File: src/design/ghc_pkg.sv
package ghc_pkg;

  // Fixed-point formats
  localparam int TEMP_FRAC_BITS = 4;
  localparam int CP_FRAC_BITS   = 16;

  localparam int MODE_W = 4;
  localparam int TEMP_W = 20;
  localparam int HC_W   = 25;

  // Clamped temperature, 1/16 K units, at most 6000 K
  localparam int T1_W   = 17;
  // t = T/1000 and u = 1000/T in Q32
  localparam int T_W    = 35;
  localparam int U_W    = 36;
  localparam int DEND_W = 47;
  // Multiplier operands and rounded Q32 products
  localparam int OP_W   = 40;
  localparam int RES_W  = 48;
  localparam int COEF_W = 40;
  localparam int ROW_W  = 5;
  localparam int ROWS   = 20;
  localparam int SUM_W  = 56;
  localparam int V_W    = 27;

  localparam int T_UNIT = 1000 << TEMP_FRAC_BITS;
  localparam int T_HI_K = 6000;

  // t = T1*T_QI + floor((T1*T_QR + T_UNIT/2) / T_UNIT)
  localparam logic [31:0] T_QI   = 32'((64'd1 << 32) / 64'(T_UNIT));
  localparam logic [31:0] T_QR   = 32'((64'd1 << 32) % 64'(T_UNIT));
  localparam logic [31:0] T_HALF = 32'(T_UNIT / 2);
  localparam int          Z_W    = 31;
  localparam int          T_RS   = 44;
  localparam logic [31:0] T_RM   = 32'(((64'd1 << T_RS) + 64'(T_UNIT) - 64'd1) / 64'(T_UNIT));

  // Dividend of the reciprocal, before the rounding half of T is added
  localparam logic [DEND_W-1:0] DEND_N = DEND_W'(T_UNIT) << 32;

  // Final scaling
  localparam int          SH      = 32 - CP_FRAC_BITS;
  localparam int          DIV5_S  = 30;
  localparam logic [31:0] DIV5_M  = 32'(((64'd1 << DIV5_S) + 64'd4) / 64'd5);
  localparam logic [V_W-1:0] V_MAX = {V_W{1'b1}};
  localparam logic [V_W-1:0] Q_POS_MAX = V_W'((64'd1 << (HC_W - 1)) - 64'd1);
  localparam logic [V_W-1:0] Q_NEG_MAX = V_W'(64'd1 << (HC_W - 1));

  typedef enum logic [MODE_W-1:0] {
    GAS_AIR = 4'd0,
    GAS_CO2 = 4'd1,
    GAS_HE  = 4'd2,
    GAS_N2  = 4'd3,
    GAS_NH3 = 4'd4,
    GAS_CH4 = 4'd5,
    GAS_H2  = 4'd6,
    GAS_O2  = 4'd7,
    GAS_CO  = 4'd8,
    GAS_H2O = 4'd9
  } gas_code_t;

  typedef struct packed {
    logic             air;
    logic             zero;
    logic [ROW_W-1:0] row0;
    logic [ROW_W-1:0] row1;
  } meta_t;

  typedef struct packed {
    meta_t           meta;
    logic [T1_W-1:0] temp;
  } item_t;

  typedef logic signed [COEF_W-1:0] coef_t;
  typedef coef_t [0:4] coef_set_t;

  // Coefficient from millionths to Q32, rounded to nearest
  function automatic coef_t cq(longint m);
    longint r;
    if (m >= 0) begin
      r = (m * 64'sd67108864 + 64'sd7812) / 64'sd15625;
    end else begin
      r = (m * 64'sd67108864 - 64'sd7812) / 64'sd15625;
    end
    return coef_t'(r);
  endfunction

  // One row per gas and temperature band: A, B, C, D, E
  localparam coef_set_t COEF [ROWS] = '{
    '{cq(24997350), cq(55186960), cq(-33691370), cq(7948387), cq(-136638)},
    '{cq(58166390), cq(2720074), cq(-492289), cq(38844), cq(-6447293)},
    '{cq(20786030), 40'sd2, -40'sd1, 40'sd0, 40'sd0},
    '{cq(28986410), cq(1853978), cq(-9647459), cq(16635370), cq(117)},
    '{cq(19505830), cq(19887050), cq(-8598535), cq(1369784), cq(527601)},
    '{cq(35518720), cq(1128728), cq(-196103), cq(14662), cq(-4553760)},
    '{cq(19995630), cq(49771190), cq(-15375990), cq(1921168), cq(189174)},
    '{cq(52024270), cq(18488010), cq(-3765128), cq(248541), cq(-12457990)},
    '{cq(-703029), cq(108477300), cq(-42521570), cq(5862788), cq(678565)},
    '{cq(85812170), cq(11264670), cq(-2114146), cq(138190), cq(-26422210)},
    '{cq(33066178), cq(-11363417), cq(11432816), cq(-2772874), cq(-158558)},
    '{cq(18563083), cq(12257357), cq(-2859786), cq(268238), cq(1977990)},
    '{cq(43413560), cq(-4293079), cq(1272428), cq(-96876), cq(-20533862)},
    '{cq(31322340), cq(-20235310), cq(57866440), cq(-36506240), cq(-7374)},
    '{cq(30032350), cq(8772972), cq(-3988133), cq(788313), cq(-741599)},
    '{cq(20911110), cq(10720710), cq(-2020498), cq(146449), cq(9245722)},
    '{cq(25567590), cq(6096130), cq(4054656), cq(-2671301), cq(131021)},
    '{cq(35150700), cq(1300095), cq(-205921), cq(13550), cq(-3282780)},
    '{cq(30092000), cq(6832514), cq(6793435), cq(-2534480), cq(82139)},
    '{cq(41964260), cq(8622053), cq(-1499780), cq(98119), cq(-11157640)}
  };

  function automatic coef_set_t coef_of(logic [ROW_W-1:0] row);
    coef_set_t r;
    r = '0;
    if (row < ROW_W'(ROWS)) begin
      r = COEF[row];
    end
    return r;
  endfunction

endpackage

File: src/design/ghc_if.sv
interface ghc_in_if;
  logic                            valid;
  logic                            ready;
  logic [ghc_pkg::MODE_W-1:0]      mode;
  logic [ghc_pkg::TEMP_W-1:0]      temperature;

  modport source (output valid, mode, temperature, input ready);
  modport sink   (input valid, mode, temperature, output ready);
endinterface


File: src/design/ghc_front.sv
module ghc_front (
  ghc_in_if.sink           sample,
  input  logic             full,
  output logic             push,
  output ghc_pkg::item_t   item
);

  typedef struct packed {
    logic [ghc_pkg::T1_W-1:0]  lo;
    logic [ghc_pkg::T1_W-1:0]  thr0;
    logic [ghc_pkg::T1_W-1:0]  thr1;
    logic [ghc_pkg::ROW_W-1:0] base;
  } gas_info_t;

  localparam logic [ghc_pkg::T1_W-1:0] NEVER = {ghc_pkg::T1_W{1'b1}};

  function automatic logic [ghc_pkg::T1_W-1:0] kel(int k);
    return ghc_pkg::T1_W'(k << ghc_pkg::TEMP_FRAC_BITS);
  endfunction

  function automatic gas_info_t info(logic [ghc_pkg::MODE_W-1:0] g);
    gas_info_t r;
    r = '{lo: kel(298), thr0: NEVER, thr1: NEVER, base: '0};
    case (g)
      ghc_pkg::GAS_CO2: r = '{lo: kel(298), thr0: kel(1200), thr1: NEVER, base: 5'd0};
      ghc_pkg::GAS_HE:  r = '{lo: kel(298), thr0: NEVER, thr1: NEVER, base: 5'd2};
      ghc_pkg::GAS_N2:  r = '{lo: kel(100), thr0: kel(500), thr1: kel(2000), base: 5'd3};
      ghc_pkg::GAS_NH3: r = '{lo: kel(298), thr0: kel(1400), thr1: NEVER, base: 5'd6};
      ghc_pkg::GAS_CH4: r = '{lo: kel(298), thr0: kel(1300), thr1: NEVER, base: 5'd8};
      ghc_pkg::GAS_H2:  r = '{lo: kel(298), thr0: kel(1000), thr1: kel(2500), base: 5'd10};
      ghc_pkg::GAS_O2:  r = '{lo: kel(100), thr0: kel(700), thr1: kel(2000), base: 5'd13};
      ghc_pkg::GAS_CO:  r = '{lo: kel(298), thr0: kel(1300), thr1: NEVER, base: 5'd16};
      ghc_pkg::GAS_H2O: r = '{lo: kel(500), thr0: kel(1700), thr1: NEVER, base: 5'd18};
      default:          r = '{lo: kel(100), thr0: kel(500), thr1: kel(2000), base: 5'd3};
    endcase
    return r;
  endfunction

  function automatic logic [ghc_pkg::ROW_W-1:0] row_of(gas_info_t gi,
                                                       logic [ghc_pkg::T1_W-1:0] t);
    return gi.base + ghc_pkg::ROW_W'(t >= gi.thr0) + ghc_pkg::ROW_W'(t >= gi.thr1);
  endfunction

  logic                             valid_gas;
  logic [ghc_pkg::MODE_W-1:0]       g0;
  gas_info_t                        i0;
  logic [ghc_pkg::TEMP_W-1:0]       lo_ext;
  logic [ghc_pkg::TEMP_W-1:0]       hi_ext;
  logic [ghc_pkg::T1_W-1:0]         t1;

  assign sample.ready = !full;
  assign push         = sample.valid && !full;

  // Air and unused codes clamp with the nitrogen bounds
  assign valid_gas = (sample.mode != ghc_pkg::GAS_AIR) && (sample.mode <= ghc_pkg::GAS_H2O);
  assign g0        = valid_gas ? sample.mode : ghc_pkg::GAS_N2;
  assign i0        = info(g0);
  assign lo_ext    = ghc_pkg::TEMP_W'(i0.lo);
  assign hi_ext    = ghc_pkg::TEMP_W'(kel(ghc_pkg::T_HI_K));

  always_comb begin
    if (sample.temperature < lo_ext) begin
      t1 = i0.lo;
    end else if (sample.temperature > hi_ext) begin
      t1 = kel(ghc_pkg::T_HI_K);
    end else begin
      t1 = sample.temperature[ghc_pkg::T1_W-1:0];
    end
  end

  always_comb begin
    item.temp      = t1;
    item.meta.air  = (sample.mode == ghc_pkg::GAS_AIR);
    item.meta.zero = (sample.mode > ghc_pkg::GAS_H2O);
    item.meta.row0 = row_of(i0, t1);
    item.meta.row1 = row_of(info(ghc_pkg::GAS_O2), t1);
  end

endmodule

File: src/flat_wrapper.sv
// flat-port wrapper written by rule: the top's interface ports become plain ports
module ghc_front_flat 
  (full, push, item, sample_valid, sample_mode, sample_temperature, sample_ready);
  ghc_in_if sample_i ();
  input  logic full;
  output logic push;
  output ghc_pkg::item_t item;
  input wire logic [$bits(sample_i.valid)-1:0] sample_valid;
  input wire logic [$bits(sample_i.mode)-1:0] sample_mode;
  input wire logic [$bits(sample_i.temperature)-1:0] sample_temperature;
  output wire logic [$bits(sample_i.ready)-1:0] sample_ready;
  assign sample_i.valid = sample_valid;
  assign sample_i.mode = sample_mode;
  assign sample_i.temperature = sample_temperature;
  assign sample_ready = sample_i.ready;
  ghc_front u_core (.sample(sample_i), .full(full), .push(push), .item(item));
endmodule
File: config.mk
export PLATFORM = sky130hd
export DESIGN_NAME = ghc_front_flat
export DESIGN_NICKNAME = d
export VERILOG_FILES = /design/src/design/ghc_pkg.sv /design/src/design/ghc_if.sv /design/src/design/ghc_front.sv /design/src/flat_wrapper.sv
export SDC_FILE = /design/constraint.sdc
export NUM_CORES = 1
export LEC_CHECK = 0
export BUFFER_PORTS_ARGS = -buffer_cell sky130_fd_sc_hd__buf_4
export CAP_MARGIN = 15
export CORE_AREA = 2 2 62 58
export DETAILED_ROUTE_END_ITERATION = 8
export DIE_AREA = 0 0 64 60
export PLACE_DENSITY = 0.89
export SETUP_SLACK_MARGIN = 0.15
export SLEW_MARGIN = 15
export SYNTH_ARGS = -nofsm -noshare
export SYNTH_HDL_FRONTEND = slang
export SYNTH_SLANG_ARGS = --single-unit
File: constraint.sdc
create_clock -name vclk -period 13.98
set_clock_uncertainty 0.15 [all_clocks]
set_input_delay 0.699 -clock vclk [all_inputs]
set_output_delay 0.699 -clock vclk [all_outputs]
set_load 0.1 [all_outputs]
# Word level (Yosys, flattened, before mapping)
# Memories as Yosys holds them, arrays and structs flattened.
# Index checks and enable logic that the tools add are counted.
dict set report word_totals {
  ff_bits 0
  romBits 688
  inputBits 26
  out_inout_bits 31
  word_cells 21
  memories 1
}
dict set report classes {
  addsub 4
  magnitude_cmp 8
  n_mux 3
  n_reduce_logical 5
}
# memory depth word_bits read_ports rd_ports_with_merged_regs write_ports line_no
set memory_table {}
lappend memory_table {{(no name shown)} 16 43 1 0 0 ghc_front.sv:24} ;# case (g)
# cell count
set ops {}
lappend ops {{$ge 17x17->1} 2}
lappend ops {{$mux 17} 2}
lappend ops {{$gt 20x17->1 const B} 1}
lappend ops {{$lt 20x17->1} 1}
lappend ops {{$ge 17x14->1 const B} 1}
lappend ops {{$ge 17x15->1 const B} 1}
lappend ops {{$add 5x1->5} 3}
lappend ops {{$add 4x1->5 const A} 1}
lappend ops {{$gt 4x4->1 const B} 1}
lappend ops {{$le 4x4->1 const B} 1}
lappend ops {{$logic_not 4->1} 1}
lappend ops {{$mux 4} 1}
lappend ops {{$reduce_bool 4->1} 1}
lappend ops {{$logic_and 1x1->1} 2}
lappend ops {{$logic_not 1->1} 1}

# Depth between registers and ports, before layout
# An unclocked memory read counts as a cell.
dict set report depth {
  depth_word 9
  depth_mapped 27
}

# Worst setup path after synthesis
# Ideal clock, no wire load.
dict set report synth_timing {
  path_kind {in2out}
  from {input port sample_mode[1]}
  to {output port item[26] (netlist name)}
  arrival_time_ps 11713
  setup_slack_ps 1418
  stages 25
  path_buffers 3
  path_cell_list {buf_2 -> nor4_1 -> or2_2 -> nor2_1 -> ha_1 -> buf_2 -> nor2_1 -> a221o_1 -> ha_1 -> o211a_1 -> o21a_1 -> o21ai_0 -> o21ai_4 -> buf_4 -> a31oi_1 -> ha_1 -> and4_1 -> nand2_1 -> o21bai_1 -> a31o_2 -> a21oi_1 -> fa_1 -> ha_1 -> nand3_1 -> o21ai_0}
}
# item line_no
set synth_rtl {}
lappend synth_rtl {{start: declaration} flat_wrapper.sv:9} ;# input wire logic [$bits(sample_i.mode)-1:0] sample_mode;
lappend synth_rtl {{end: declaration} flat_wrapper.sv:7} ;# output ghc_pkg::item_t item;

==> out/results.txt <==
fin nets - 340
largest cells by area after synthesis - ha_1 33%, a21oi_1 5.0%, a21o_1 3.6%, nand2b_1 3.3%, nor2b_1 3.3%
first-pass GRT wire length - 7.73 mm
Setup violations, final - 0
I/O pin total - 57
Top cell by count, worst path - ha_1
Port Buffers - 54
Slew HR - 0.452
Die Height - 60 um
Achievable Freq - 134 MHz
routed length per instance - 15.4 um
Arr. time, crit path - 6.62 ns
routed vias - 1,857
Post-CTS Setup Repair Bufs - 0
max-slew violations - 0
CLK BUF - 0
drt first pass iters - 4
DPL Wire Length - 4.02 mm
FF+latch count - 0
fillers - 289
global router's overall resource usage - 0.250
worst setup path startpoint - sample_mode[1]
Tcrit/Tclk final - 0.535
Startpoint Class - primary input
Setup crit end - item[24]
area of the core - 3230 um2
Initial DRC Count - 138
Post-synth top cells - 45 x ha_1, 17 x a21oi_1, 11 x nand2_1, 11 x nor2_1, 10 x inv_1
sequential area share after synthesis - 0
die width - 64 um
Synth Warn # - 0
number of global-route vias before repair - 1,656
Vias/cell - 5.99
largest net degree at the start of global routing - 18
most common cell in the netlist - ha_1
Min Clock Period, post-route - 7.47 ns
CP max FO - 17
Power Density - 60.3 nW/um2
synthesized area - 1690 um2
total wire length - 4.76 mm
Slew @ Worst Pin - 0.821 ns
non-filler cells, final - 310
Final Hold Vio Count - 0
Critical Path RT - 13.13 ns
CP max-delay cell - fa_1
Yosys top cell area share - 0.333
hold crit path type - in -> out
Worst setup EP type - primary output
number of max-cap violations - 0
PnR worst setup slack - 6.51 ns
WHS - 1.58 ns
Setup CP Type - in -> out
DIE AREA - 3840 um2
ANT cells - 0
Yosys top cell by area - ha_1
Peak VDD IR - 0.0960 mV
Lkg Pwr - 1.09 nW
RD Place Congestion - 0.901
layout cells sized above 1 - 0.233
syn avg cell area - 7.64 um2
drc violations - 0
Rows - 20
antenna viol nets, final - 0
Storage cell area - 0 um2
hold_buf cts - 0
CP Cell Sequence - buf_4 -> nor4_1 -> or3_1 -> inv_1 -> ha_1 -> and4bb_1 -> a221o_1 -> ha_1 -> o211a_1 -> o21a_1 -> o21ai_0 -> o21ai_4 -> and2_1 -> a21o_1 -> ha_1 -> a211o_1 -> a211oi_1 -> a21oi_1 -> a211oi_1 -> o31ai_1 -> fa_1 -> ha_1 -> xnor2_1 -> buf_4
unrepaired setup endpoints after global routing - false
Initial Util - 0.523
Max stage delay on crit path - 0.46 ns
status - completed
number of gates resized after cts - 0
placed cells - 310
Final Total Pwr - 126 uW
initial antenna violation count - 0
pre-CTS setup slack - 6.57 ns
gr ovfl total - 0
Area growth syn-to-layout - 24.1%
Netlist cell types - 50
setup TNS - 0 ns
Mapped Cells - 221
## layout make-up
type                       instances  area [um2]  share of cell area
inverter                          11        41.3              0.0197
multi-input combinational        201        1600               0.761
tap                               44        55.1              0.0263
timing repair buffer              54         405               0.193
## report_power, final
part	switching, mW	internal, mW
clock	0	0
sequential	0	0
combinational	0.0887	0.0377
total	0.0887	0.0377
## cell usage in the layout, fill, tap and decap left out, types with 2 or more instances in the layout
| master | Yosys | routed |
|---|---|---|
| buf_4 | 4 | 54 |
| ha_1 | 45 | 45 |
| a21oi_1 | 17 | 17 |
| nor2_1 | 11 | 11 |
| nand2_1 | 11 | 11 |
| inv_1 | 10 | 10 |
| nand2b_1 | 9 | 9 |
| nor2b_1 | 9 | 9 |
| o21ai_0 | 8 | 8 |
| a21o_1 | 8 | 8 |
| o21a_1 | 7 | 7 |
| nand3_1 | 7 | 7 |
| nor4_1 | 6 | 6 |
| nand4_1 | 6 | 6 |
| and3_1 | 6 | 6 |
| mux2i_1 | 5 | 5 |
| a211oi_1 | 5 | 5 |
| o21ai_1 | 3 | 3 |
| and2_1 | 3 | 3 |
| o211ai_1 | 3 | 3 |
| conb_1 | 2 | 3 |
| and4_1 | 2 | 2 |
| o22ai_1 | 2 | 2 |
| xnor2_1 | 2 | 2 |
## critical path: cells and delay by family
family	cells	cell delay (ns)
AOI/OAI and AO/OA	11	2.33
xor gates and xnor gates	1	0.19
adders and majority gates	5	1.63
buffers and inverters	3	0.57
and+or+nand+nor	4	1.21
## how the worst min path moves through the flow
stage / start / to / cells after the start
floorplan: full / push / 1
global placement: full / sample_ready / 3
detailed placement: full / sample_ready / 3
CTS: full / sample_ready / 3
global route: full / push / 3
finish: full / sample_ready / 3
## per-stage QoR
step           area [um2]  utilization
2_1_floorplan        1690            -
3_5_place_dp         2100        0.650
4_1_cts              2100        0.650
3_3_place_gp         2100        0.650
6_report             2100        0.650
5_1_grt              2100        0.650
## kinds of logic (layout without fill, tap and decap cells)
family	after synthesis	count (layout)	synth area share
AO/OA/AOI/OAI	68	68	0.287
XOR/XNOR	2	2	0.0104
adder cells (fa/ha/maj)	46	46	0.345
buffers and inverters	21	65	0.0578
multiplexers	5	5	0.0296
other	2	3	0.00445
AND/OR/NAND/NOR	77	77	0.265
## layer usage
layer  up-vias  track usage  wire [um]
li1        927            -          -
met1       852        0.326       2070
met2        76        0.469       2310
met3         2       0.0151        363
met4         0       0.0248         17
met5         -            0          0
(Power assumes the default switching activity.)
