$ cat config.mk
export PLATFORM = sky130hd
export DESIGN_NAME = ghc_queue
export DESIGN_NICKNAME = d
export VERILOG_FILES = /design/src/design/ghc_pkg.sv /design/src/design/ghc_queue.sv
export SDC_FILE = /design/constraint.sdc
export NUM_CORES = 1
export LEC_CHECK = 0
export BUFFER_PORTS_ARGS = -buffer_cell sky130_fd_sc_hd__buf_4
export CAP_MARGIN = 20
export CORE_UTILIZATION = 45
export DETAILED_ROUTE_END_ITERATION = 16
export PLACE_DENSITY_LB_ADDON = 0.25
export SLEW_MARGIN = 10
export SYNTH_ARGS = -nofsm -noshare
export SYNTH_HDL_FRONTEND = slang
export SYNTH_SLANG_ARGS = --single-unit
$ cat constraint.sdc
create_clock -name clk -period 2.4 [get_ports clk]
set_input_delay 0.24 -clock clk [delete_from_list [all_inputs] [get_ports clk]]
set_output_delay 0.24 -clock clk [all_outputs]
set_load 0.01 [all_outputs]
$ cat src/design/ghc_pkg.sv
package ghc_pkg;

  // Fixed-point formats
  localparam int TEMP_FRAC_BITS = 4;
  localparam int CP_FRAC_BITS   = 16;

  localparam int MODE_W = 4;
  localparam int TEMP_W = 20;
  localparam int HC_W   = 25;

  // Clamped temperature, 1/16 K units, at most 6000 K
  localparam int T1_W   = 17;
  // t = T/1000 and u = 1000/T in Q32
  localparam int T_W    = 35;
  localparam int U_W    = 36;
  localparam int DEND_W = 47;
  // Multiplier operands and rounded Q32 products
  localparam int OP_W   = 40;
  localparam int RES_W  = 48;
  localparam int COEF_W = 40;
  localparam int ROW_W  = 5;
  localparam int ROWS   = 20;
  localparam int SUM_W  = 56;
  localparam int V_W    = 27;

  localparam int T_UNIT = 1000 << TEMP_FRAC_BITS;
  localparam int T_HI_K = 6000;

  // t = T1*T_QI + floor((T1*T_QR + T_UNIT/2) / T_UNIT)
  localparam logic [31:0] T_QI   = 32'((64'd1 << 32) / 64'(T_UNIT));
  localparam logic [31:0] T_QR   = 32'((64'd1 << 32) % 64'(T_UNIT));
  localparam logic [31:0] T_HALF = 32'(T_UNIT / 2);
  localparam int          Z_W    = 31;
  localparam int          T_RS   = 44;
  localparam logic [31:0] T_RM   = 32'(((64'd1 << T_RS) + 64'(T_UNIT) - 64'd1) / 64'(T_UNIT));

  // Dividend of the reciprocal, before the rounding half of T is added
  localparam logic [DEND_W-1:0] DEND_N = DEND_W'(T_UNIT) << 32;

  // Final scaling
  localparam int          SH      = 32 - CP_FRAC_BITS;
  localparam int          DIV5_S  = 30;
  localparam logic [31:0] DIV5_M  = 32'(((64'd1 << DIV5_S) + 64'd4) / 64'd5);
  localparam logic [V_W-1:0] V_MAX = {V_W{1'b1}};
  localparam logic [V_W-1:0] Q_POS_MAX = V_W'((64'd1 << (HC_W - 1)) - 64'd1);
  localparam logic [V_W-1:0] Q_NEG_MAX = V_W'(64'd1 << (HC_W - 1));

  typedef enum logic [MODE_W-1:0] {
    GAS_AIR = 4'd0,
    GAS_CO2 = 4'd1,
    GAS_HE  = 4'd2,
    GAS_N2  = 4'd3,
    GAS_NH3 = 4'd4,
    GAS_CH4 = 4'd5,
    GAS_H2  = 4'd6,
    GAS_O2  = 4'd7,
    GAS_CO  = 4'd8,
    GAS_H2O = 4'd9
  } gas_code_t;

  typedef struct packed {
    logic             air;
    logic             zero;
    logic [ROW_W-1:0] row0;
    logic [ROW_W-1:0] row1;
  } meta_t;

  typedef struct packed {
    meta_t           meta;
    logic [T1_W-1:0] temp;
  } item_t;

  typedef logic signed [COEF_W-1:0] coef_t;
  typedef coef_t [0:4] coef_set_t;

  // Coefficient from millionths to Q32, rounded to nearest
  function automatic coef_t cq(longint m);
    longint r;
    if (m >= 0) begin
      r = (m * 64'sd67108864 + 64'sd7812) / 64'sd15625;
    end else begin
      r = (m * 64'sd67108864 - 64'sd7812) / 64'sd15625;
    end
    return coef_t'(r);
  endfunction

  // One row per gas and temperature band: A, B, C, D, E
  localparam coef_set_t COEF [ROWS] = '{
    '{cq(24997350), cq(55186960), cq(-33691370), cq(7948387), cq(-136638)},
    '{cq(58166390), cq(2720074), cq(-492289), cq(38844), cq(-6447293)},
    '{cq(20786030), 40'sd2, -40'sd1, 40'sd0, 40'sd0},
    '{cq(28986410), cq(1853978), cq(-9647459), cq(16635370), cq(117)},
    '{cq(19505830), cq(19887050), cq(-8598535), cq(1369784), cq(527601)},
    '{cq(35518720), cq(1128728), cq(-196103), cq(14662), cq(-4553760)},
    '{cq(19995630), cq(49771190), cq(-15375990), cq(1921168), cq(189174)},
    '{cq(52024270), cq(18488010), cq(-3765128), cq(248541), cq(-12457990)},
    '{cq(-703029), cq(108477300), cq(-42521570), cq(5862788), cq(678565)},
    '{cq(85812170), cq(11264670), cq(-2114146), cq(138190), cq(-26422210)},
    '{cq(33066178), cq(-11363417), cq(11432816), cq(-2772874), cq(-158558)},
    '{cq(18563083), cq(12257357), cq(-2859786), cq(268238), cq(1977990)},
    '{cq(43413560), cq(-4293079), cq(1272428), cq(-96876), cq(-20533862)},
    '{cq(31322340), cq(-20235310), cq(57866440), cq(-36506240), cq(-7374)},
    '{cq(30032350), cq(8772972), cq(-3988133), cq(788313), cq(-741599)},
    '{cq(20911110), cq(10720710), cq(-2020498), cq(146449), cq(9245722)},
    '{cq(25567590), cq(6096130), cq(4054656), cq(-2671301), cq(131021)},
    '{cq(35150700), cq(1300095), cq(-205921), cq(13550), cq(-3282780)},
    '{cq(30092000), cq(6832514), cq(6793435), cq(-2534480), cq(82139)},
    '{cq(41964260), cq(8622053), cq(-1499780), cq(98119), cq(-11157640)}
  };

  function automatic coef_set_t coef_of(logic [ROW_W-1:0] row);
    coef_set_t r;
    r = '0;
    if (row < ROW_W'(ROWS)) begin
      r = COEF[row];
    end
    return r;
  endfunction

endpackage

$ cat src/design/ghc_queue.sv
module ghc_queue #(
  parameter int DEPTH = 4
) (
  input  logic           clk,
  input  logic           rst,
  input  logic           push,
  input  ghc_pkg::item_t din,
  output logic           full,
  input  logic           pop,
  output ghc_pkg::item_t dout,
  output logic           empty
);

  localparam int PTR_W = (DEPTH > 1) ? $clog2(DEPTH) : 1;
  localparam int CNT_W = $clog2(DEPTH + 1);

  ghc_pkg::item_t   entry [DEPTH];
  logic [PTR_W-1:0] wr_ptr;
  logic [PTR_W-1:0] rd_ptr;
  logic [CNT_W-1:0] count;

  function automatic logic [PTR_W-1:0] bump(logic [PTR_W-1:0] p);
    return (p == PTR_W'(DEPTH - 1)) ? '0 : p + PTR_W'(1);
  endfunction

  assign full  = (count == CNT_W'(DEPTH));
  assign empty = (count == '0);
  assign dout  = entry[rd_ptr];

  always_ff @(posedge clk) begin
    if (rst) begin
      wr_ptr <= '0;
      rd_ptr <= '0;
      count  <= '0;
    end else begin
      if (push) begin
        wr_ptr <= bump(wr_ptr);
      end
      if (pop) begin
        rd_ptr <= bump(rd_ptr);
      end
      if (push && !pop) begin
        count <= count + CNT_W'(1);
      end else if (pop && !push) begin
        count <= count - CNT_W'(1);
      end
    end
  end

  always_ff @(posedge clk) begin
    if (push) begin
      entry[wr_ptr] <= din;
    end
  end

endmodule

Word level (Yosys, flattened, before mapping). Memories as Yosys holds them, arrays and structs flattened. A register that Yosys moved wholly into a read port is not among the register bits. Index checks and enable logic that the tools add are counted.

Bits in registers: 7. Memory bits (writable): 116. Bits of input ports: 33. Output and inout bits: 31. Word-level logic and storage cells: 25. Memories: 1.

Memories: entry (words 4, width 29, rd ports 1, clocked after memory_dff 1, wr ports 1, RTL line ghc_queue.sv:17) `ghc_pkg::item_t entry [DEPTH];`.

Add/sub/neg operators: 4. Equality and inequality tests: 3. Mux-type cells: 8. Reductions and logical operators: 6.

Operators by type and width (count): 2-bit 2-to-1 mux (4); 3-bit 2-to-1 mux (2); 2-bit by 1-bit adder with 2-bit output (second input constant) (2); 2-bit equality test (second input constant) (2); 3-bit by 1-bit adder with 3-bit output (second input constant) (1); 3-bit equality test (second input constant) (1); 3-bit zero test (1); 3-bit by 1-bit subtractor with 3-bit output (second input constant) (1); 1-bit logical AND (2); 1-bit zero test (2); 1-bit 2-to-1 mux (2); 2-bit nonzero test (1).

Longest topological paths before layout. Gate-level depths: netlist of the first run.

Depth after elaboration: 4. Gate-level depth with buffers: 7. Depth with buffers taken out: 7.

Worst setup path before layout of the first run. OpenSTA, ideal clock, no wires.

Kind: flip-flop to flip-flop. Start: reg wr_ptr[0]. End: mem entry[3][0] in the netlist's numbering, enable pin. Setup time: 0.389 ns. Arrival time: 1.274 ns. Required time: 2.011 ns. Slack: 0.738 ns. Cell stages (with the launch flop): 3. Buffers on the path: 0. Period minus slack after synthesis: 1.662 ns. Path through: dfxtp_1 -> ha_1 -> and2_1.

RTL lines: start: declaration (RTL line ghc_queue.sv:18) `logic [PTR_W-1:0] wr_ptr;`; start signal: assignment (RTL line ghc_queue.sv:37) `wr_ptr <= bump(wr_ptr);`; end: declaration (RTL line ghc_queue.sv:17).

Straight into the memory's write port.

==> results of run 1 <==
## worst max-delay path, cell delays in order, from the launching register on
cell and delay, ns:
dfxtp_2 0.32, buf_4 0.34, mux4_2 0.59, buf_4 0.16
## cell type report
| type | instances | area [sq um] |
|---|---|---|
| Inverter | 4 | 15.0 |
| Clock buffer | 17 | 414 |
| Timing Repair Buffer | 100 | 838 |
| Multi-Input combinational cell | 60 | 907 |
| Clock inverter | 15 | 220 |
| Sequential cell | 125 | 3670 |
| Fill cell | 692 | 3640 |
| Tap cell | 133 | 166 |
## routing by layer
| layer | GRT usage, % | part of all wire, % | wire (um) |
|---|---|---|---|
| met3 | 4.30 | 4.0 | 306 |
| met2 | 25.4 | 49 | 3770 |
| met1 | 21.1 | 45 | 3450 |
| met4 | 7.37 | 1.4 | 105 |
| met5 | 0 | 0 | 0 |
## power groups by stage
stage / combinational (W) / clock [W] / sequential [W]
finish: 0.000517 / 0.00269 / 0.00253
CTS: 0.000532 / 0.00273 / 0.00253
detailed placement: 0.000491 / 0 / 0.00257
floorplan: 0.000262 / 0 / 0.00256
global placement: 0.000486 / 0 / 0.00257
global route: 0.000569 / 0.00282 / 0.00254
## sequential cells by signal (all words and copies together), names as in the netlist, named ones only
name	cells
count	3
entry	116
wr_ptr	2
rd_ptr	2
## cells by family (layout without fill, tap and decap cells)
group	count (synthesis)	in the layout	synth area share (%)
multiplexers	33	33	15.0
flip-flops	125	125	79.1
XOR/XNOR	2	2	0.378
buffers and inverters	10	136	1.46
AO/OA/AOI/OAI	3	3	0.324
adder cells (fa/ha/maj)	7	7	2.05
AND/OR/NAND/NOR	15	15	1.67
## path summary, 6_finish.rpt
| check | cells after the start | slack, ns | to | startpoint |
|---|---|---|---|---|
| setup / recovery | 3 | 0.24 | dout[4] | register |
| hold / removal | 3 | 0.05 | wr_ptr[1] | push |
| setup reg to reg | 4 | 0.85 | entry[2][2] | wr_ptr[0] |
| hold reg to reg | 2 | 0.50 | count[2] | count[2] |
## per-stage QoR
stage,instances,util [%],power [W]
after global placement,392,53.7,0.00305
after floorplan,195,-,0.00283
after global routing,454,63.1,0.00593
final,454,63.1,0.00573
after CTS,454,63.1,0.00579
after detailed placement,392,53.7,0.00306
## timing repair
| item | CTS | global route |
|---|---|---|
| endpoints found under the setup margin | 0 | 0 |
| endpoints found under the hold margin | 125 | 0 |
| hold buffers | 30 | 0 |
## placed cells by master, fill, tap and decap left out, types with 2 or more instances in the layout
cell	n
clkinv_4	2
nor2_1	7
nor3b_1	2
inv_1	4
bufinv_16	5
clkinvlp_4	4
buf_4	69
edfxtp_1	116
clkbuf_16	16
mux2i_1	4
a21oi_1	2
mux4_2	28
ha_1	6
dfxtp_1	7
clkinv_2	2
dfxtp_2	2
and2_2	4
dlygate4sd3_1	30
xor2_1	2
==> out/results.tsv, run 1 <==
metric	value	unit
Synth area leaders	edfxtp_1 75%, mux4_2 14%, dfxtp_1 3.9%	
synth cell count leaders	116 x edfxtp_1, 28 x mux4_2, 9 x dfxtp_1	
Power Dens Cells	920	mW/mm^2
Comb pwr share	9.0	%
Syn. warnings	0	
clock sinks	125	
synthesized flop and latch total	125	
postcts setup bufs	0	
area grow syn2layout	34.4	%
DR WL/cell	16.8	um
total CTS buffers	17	
Initial DRC Count	122	
Reg power frac	44.1	%
RSZ-0062 raised after global routing	false	
Synth top area share	75.2	%
Slew headroom	68.7	%
CP endpoint kind	output port	
post-synthesis cell type count	21	
Internal	0.00456	W
clock transition at the registers of the reported paths	0.06	ns
top-level port count	64	
Worst-Skew Late Latency	0.50	ns
sequential area share after synthesis	79.1	%
TNS Setup	0	ns
Final period util	90.0	%
final hold violation count	0	
vias in the first global route	2337	
global-route usage over all layers	16.1	%
EDFF count, synth	116	
root buffer cell	clkbuf_8	
Sw Ratio	20.3	%
Die H	103	um
Initial Util	47.0	%
total of max-cap violations	0	
ANT nets after route	0	
crit path setup slack, layout	0.239	ns
Final Setup Violations	0	
Die Wd	103	um
Clock power frac	46.9	%
pin count of the biggest net entering global routing	30	
count of port buffers added during placement	63	
drt first pass iters	4	
Cells after Synth	195	
Post-Route WL	7630	um
Overflow after GRT	0	
FP Rows	36	
critical path arrival	1.92	ns
worst clock skew	0.00711	ns
startpoint type of the worst setup path	register	
layout cells sized above 1	42.1	%
Netlist Area Pre-Place	0.00463	sq mm
Yosys top cell by area	edfxtp_1	
leakage	2.21	nW
Antenna diodes	0	
fin. max-slew vios	0	
Vias	2239	
first-pass GRT wire length	12000	um
pre-CTS WS	0.704	ns
DP Wirelength	4360	um
syn_nets	235	
min Tclk post-route	2.16	ns
count leader, synth	edfxtp_1	
fmax	0.463	GHz
residual DRC count	0	
CTS tree	built	
Finished Cell Area	0.00623	sq mm
vias per inst	4.93	
CP max FO	19	
clk buf depth	2	
core area	0.00986	sq mm
Final #Nets	348	
initial antenna violation count	0	
maximum vdd ir drop	0.450	mV
Area after DPL	0.00529	sq mm
GP Congestion	0.651	
worst hold slack	0.0526	ns
synthesized area per cell	23.8	sq um
H-tree depth	4	
Psw	0.00116	W
CP Class	register to output port	
post_cts resized	0	
Main synth FF type	edfxtp_1	
actual slew at the worst max-slew pin	0.469	ns
worst hold-check path type	input port to register	
die area	0.0107	sq mm
status	completed	
Critical Path RT	2.16	ns
asr flop ratio synth	0	%
Note: power is estimated with default switching activity, not from simulation.
==> run 2: changes to the inputs <==
- HOLD_SLACK_MARGIN: unset -> 0.15
==> out/results.tsv, run 2 (synthesis results as in run 1) <==
metric	value	unit
status	completed	
Reg power frac	44.1	%
clock transition at the registers of the reported paths	0.06	ns
Psw	0.00117	W
Vias	2243	
clock sinks	125	
pin count of the biggest net entering global routing	30	
Non-Filler Instances	456	
min Tclk post-route	2.16	ns
ANT nets after route	0	
vias in the first global route	2337	
actual slew at the worst max-slew pin	0.471	ns
layout cells sized above 1	41.8	%
GP Congestion	0.651	
TNS Setup	0	ns
residual DRC count	0	
clk buf depth	2	
Slowest-stage cell, CP	mux4_2	
worst flop-to-flop path startpoint	wr_ptr[0]	
count of port buffers added during placement	63	
Final Setup Violations	0	
Worst-Skew Late Latency	0.50	ns
Post-Route WL	7630	um
vias per inst	4.92	
Final period util	90.2	%
Sw Ratio	20.3	%
die area	0.0107	sq mm
CTS hold repair buffers	32	
fmax	0.462	GHz
fin. max-slew vios	0	
critical path cell sequence	buf_4, mux4_2, buf_4	
postcts setup bufs	0	
Largest register FFs	116	
H-tree depth	4	
total of max-cap violations	0	
crit-path max cell delay	0.59	ns
DR WL/cell	16.7	um
Slew headroom	68.6	%
root buffer cell	clkbuf_8	
Power Dens Cells	918	mW/mm^2
most frequent cells in the layout	116 x edfxtp_1, 69 x buf_4, 32 x dlygate4sd3_1, 28 x mux4_2, 16 x clkbuf_16	
total CTS buffers	17	
dpl cells	392	
CP Class	register to output port	
Comb pwr share	9.1	%
Die H	103	um
critical path arrival	1.92	ns
Reg with most FFs	entry	
DP Wirelength	4360	um
drt first pass iters	4	
leakage	2.22	nW
top-level port count	64	
worst hold-check path type	input port to register	
worst clock skew	0.00691	ns
Internal	0.00457	W
Antenna diodes	0	
worst min-delay path endpoint	entry[0][20]	
FF-to-FF End	entry[2][2]	
CP endpoint kind	output port	
Initial DRC Count	112	
R2R Setup Slk	0.85	ns
Clock power frac	46.9	%
initial antenna violation count	0	
min-delay src	din[20]	
RSZ-0062 raised after global routing	false	
global-route usage over all layers	16.1	%
Overflow after GRT	0	
Initial Util	47.0	%
commonest non-fill, non-tap cell in the layout	edfxtp_1	
maximum vdd ir drop	0.450	mV
CTS tree	built	
FP Rows	36	
startpoint type of the worst setup path	register	
area grow syn2layout	34.8	%
final hold violation count	0	
Worst Hold Depth	2	
Die Wd	103	um
core area	0.00986	sq mm
Critical Path RT	2.16	ns
Final #Nets	350	
first-pass GRT wire length	12000	um
cells on worst reg2reg path	4	
CP max FO	19	
CP most frequent cell	buf_4	
post_cts resized	0	
Top Registers	entry x116, count x3	
==> run 2: cell count changes in the layout (fill, tap and decap cells not counted), sizes merged <==
| cell | before | now |
|---|---|---|
| dlygate4sd3 | 30 | 32 |
==> run 2: how the worst max path moves through the flow <==
| stage | cells past startpoint | from | slack, ns | to |
|---|---|---|---|---|
| 2_1_floorplan | 2 | wr_ptr[0] | 0.74 | entry[3][0] |
| 3_3_place_gp | 8 | pop | 0.73 | count[2] |
| 3_5_place_dp | 8 | pop | 0.70 | count[2] |
| 4_1_cts | 3 | register | 0.18 | dout[4] |
| 5_1_grt | 3 | register | 0.12 | dout[4] |
| 6_report | 3 | register | 0.24 | dout[4] |
==> run 2: worst max-delay path, delay by kind of cell (launching register included) <==
family,cells,cell delay [ns]
flops,1,0.32
mux,1,0.59
buf+inv,2,0.51
==> run 2: area by class of cell <==
type                       instances  area, sq um
tap                              133          166
clock inverter                    15          220
clock buffer                      17          414
sequential                       125         3670
multi-input combinational         60          907
fill                             690         3620
inverter                           4         15.0
timing repair buffer             102          858
==> run 2: power by group through the flow <==
stage,registers (W),clock network (W),logic [W]
after floorplan,0.00256,0,0.000262
after global placement,0.00257,0,0.000486
after detailed placement,0.00257,0,0.000491
after CTS,0.00253,0.00273,0.000534
after global routing,0.00254,0.00282,0.000572
final,0.00253,0.00269,0.000520
==> run 2: routing by layer <==
layer	vias to the layer above	global-route usage, %	wire [um]
li1	1039	-	-
met1	1132	21.1	3450
met2	62	25.4	3750
met3	10	4.30	326
met4	0	7.37	102
met5	-	0	0
==> run 2: through the flow <==
| stage | total power (W) | util (%) | area, sq um | hold slack, ns | worst slack (ns) |
|---|---|---|---|---|---|
| floorplan | 0.00283 | - | 4630 | 0.309 | 0.738 |
| global placement | 0.00305 | 53.7 | 5290 | 0.441 | 0.730 |
| detailed placement | 0.00306 | 53.7 | 5290 | 0.444 | 0.704 |
| CTS | 0.00579 | 63.3 | 6250 | 0.462 | 0.181 |
| global route | 0.00593 | 63.3 | 6250 | 0.480 | 0.124 |
| finish | 0.00573 | 63.3 | 6250 | 0.482 | 0.236 |
==> run 3: changes to the inputs <==
- PLACE_DENSITY: unset -> 0.65
- PLACE_DENSITY_LB_ADDON: 0.25 -> unset
- clock period: 2.4 -> 2.8 ns (I/O delays scaled with it)
==> out/results.tsv, run 3 (synthesis results as in run 1) <==
metric	value	unit
status	completed	
Critical Path RT	2.52	ns
Die H	103	um
worst min-delay path endpoint	count[2]	
vias per inst	4.98	
DP Wirelength	4430	um
Initial Util	47.0	%
initial antenna violation count	1	
clock sinks	125	
critical path arrival	2.02	ns
global-route usage over all layers	16.2	%
commonest non-fill, non-tap cell in the layout	edfxtp_1	
Initial DRC Count	111	
Clock power frac	43.9	%
die area	0.0107	sq mm
Power Dens Cells	757	mW/mm^2
actual slew at the worst max-slew pin	0.802	ns
postcts setup bufs	0	
Comb pwr share	9.1	%
clock transition at the registers of the reported paths	0.06	ns
worst hold-check path type	register to register	
register area	0.00367	sq mm
H-tree depth	4	
leakage	2.15	nW
maximum vdd ir drop	0.387	mV
area of the multi-input gates	907	sq um
area grow syn2layout	32.4	%
root buffer cell	clkbuf_8	
CP endpoint kind	output port	
fin util	62.2	%
Psw	0.00100	W
worst flop-to-flop path startpoint	wr_ptr[0]	
ANT nets after route	0	
GP Congestion	0.628	
total CTS buffers	17	
min Tclk post-route	2.30	ns
Internal	0.00364	W
Finished Cell Area	0.00613	sq mm
layout cells sized above 1	40.7	%
crit path setup slack, layout	0.496	ns
Final #Nets	344	
R2R Setup Slk	1.16	ns
total of max-cap violations	0	
Vias	2248	
min-delay src	count[2]	
Slew headroom	46.5	%
cells on worst reg2reg path	2	
residual DRC count	0	
Worst Hold Depth	2	
Overflow after GRT	0	
startpoint type of the worst setup path	register	
CTS tree	built	
Final period util	82.3	%
Final Setup Violations	0	
Post-Route WL	7870	um
FP Rows	36	
core area	0.00986	sq mm
vias in the first global route	2315	
Sw Ratio	21.6	%
most frequent cells in the layout	116 x edfxtp_1, 63 x buf_4, 32 x dlygate4sd3_1, 28 x mux4_2, 16 x clkbuf_16	
FF-to-FF End	entry[3][11]	
DR WL/cell	17.5	um
final hold violation count	0	
Worst-Skew Late Latency	0.50	ns
post_cts resized	0	
RSZ-0062 raised after global routing	false	
drt first pass iters	4	
CP max FO	21	
CP Class	register to output port	
Filler cells	694	
Largest register FFs	116	
first-pass GRT wire length	12100	um
worst clock skew	0.00567	ns
count of port buffers added during placement	63	
clk buf depth	2	
fin. max-slew vios	0	
worst hold slack	0.514	ns
Die Wd	103	um
top-level port count	64	
fmax	0.434	GHz
pre-CTS WS	0.970	ns
Top Registers	entry x116, count x3	
Reg power frac	47.0	%
TNS Setup	0	ns
pin count of the biggest net entering global routing	30	
Reg with most FFs	entry	
Area after DPL	0.00525	sq mm
## run 3: cell type report
class / count / share of cell area, %
timing repair buffer: 96 / 13.3
clock inverter: 14 / 2.39
multi-input combinational: 60 / 14.8
antenna: 1 / 0.0408
clock buffer: 18 / 6.81
tap: 133 / 2.71
inverter: 4 / 0.245
sequential: 125 / 59.8
## run 3: metrics by stage
step,power (W),std cells
after global routing,0.00481,451
after CTS,0.00469,450
final,0.00465,451
after detailed placement,0.00262,386
after global placement,0.00261,386
after floorplan,0.00242,195
## run 3: how the worst max path moves through the flow
stage                     startpoint           to  slack [ns]  depth (start not counted)
after floorplan            wr_ptr[0]  entry[3][0]        1.14                          2
after global placement      register     dout[15]        0.99                          3
after detailed placement    register     dout[25]        0.97                          3
after CTS                   register     dout[25]        0.43                          3
after global routing        register     dout[15]        0.38                          3
final                       register     dout[15]        0.50                          3
## run 3: critical path: stages, from the launching register on
cell     delay (ns)
dfxtp_2        0.54
buf_12         0.26
mux4_2         0.55
buf_4          0.16
## run 3: routing by layer
layer	vias up	routed length, um	GRT usage [%]	part of all wire, %
li1	1030	-	-	-
met1	1142	3490	21.1	44
met2	69	3900	25.7	50
met3	7	397	4.91	5.0
met4	0	88	6.50	1.1
met5	-	0	0	0
## run 3: what timing repair did
action,in CTS,in global routing
endpoints found under the setup margin,0,0
endpoints found under the hold margin,125,0
hold buffers,32,0
## run 3: power by group through the flow
| stage | registers, W | clock network, W | logic (W) |
|---|---|---|---|
| 4_1_cts | 0.00219 | 0.00207 | 0.000433 |
| 5_1_grt | 0.00220 | 0.00215 | 0.000465 |
| 2_1_floorplan | 0.00220 | 0 | 0.000225 |
| 6_report | 0.00219 | 0.00204 | 0.000423 |
| 3_3_place_gp | 0.00222 | 0 | 0.000388 |
| 3_5_place_dp | 0.00223 | 0 | 0.000396 |
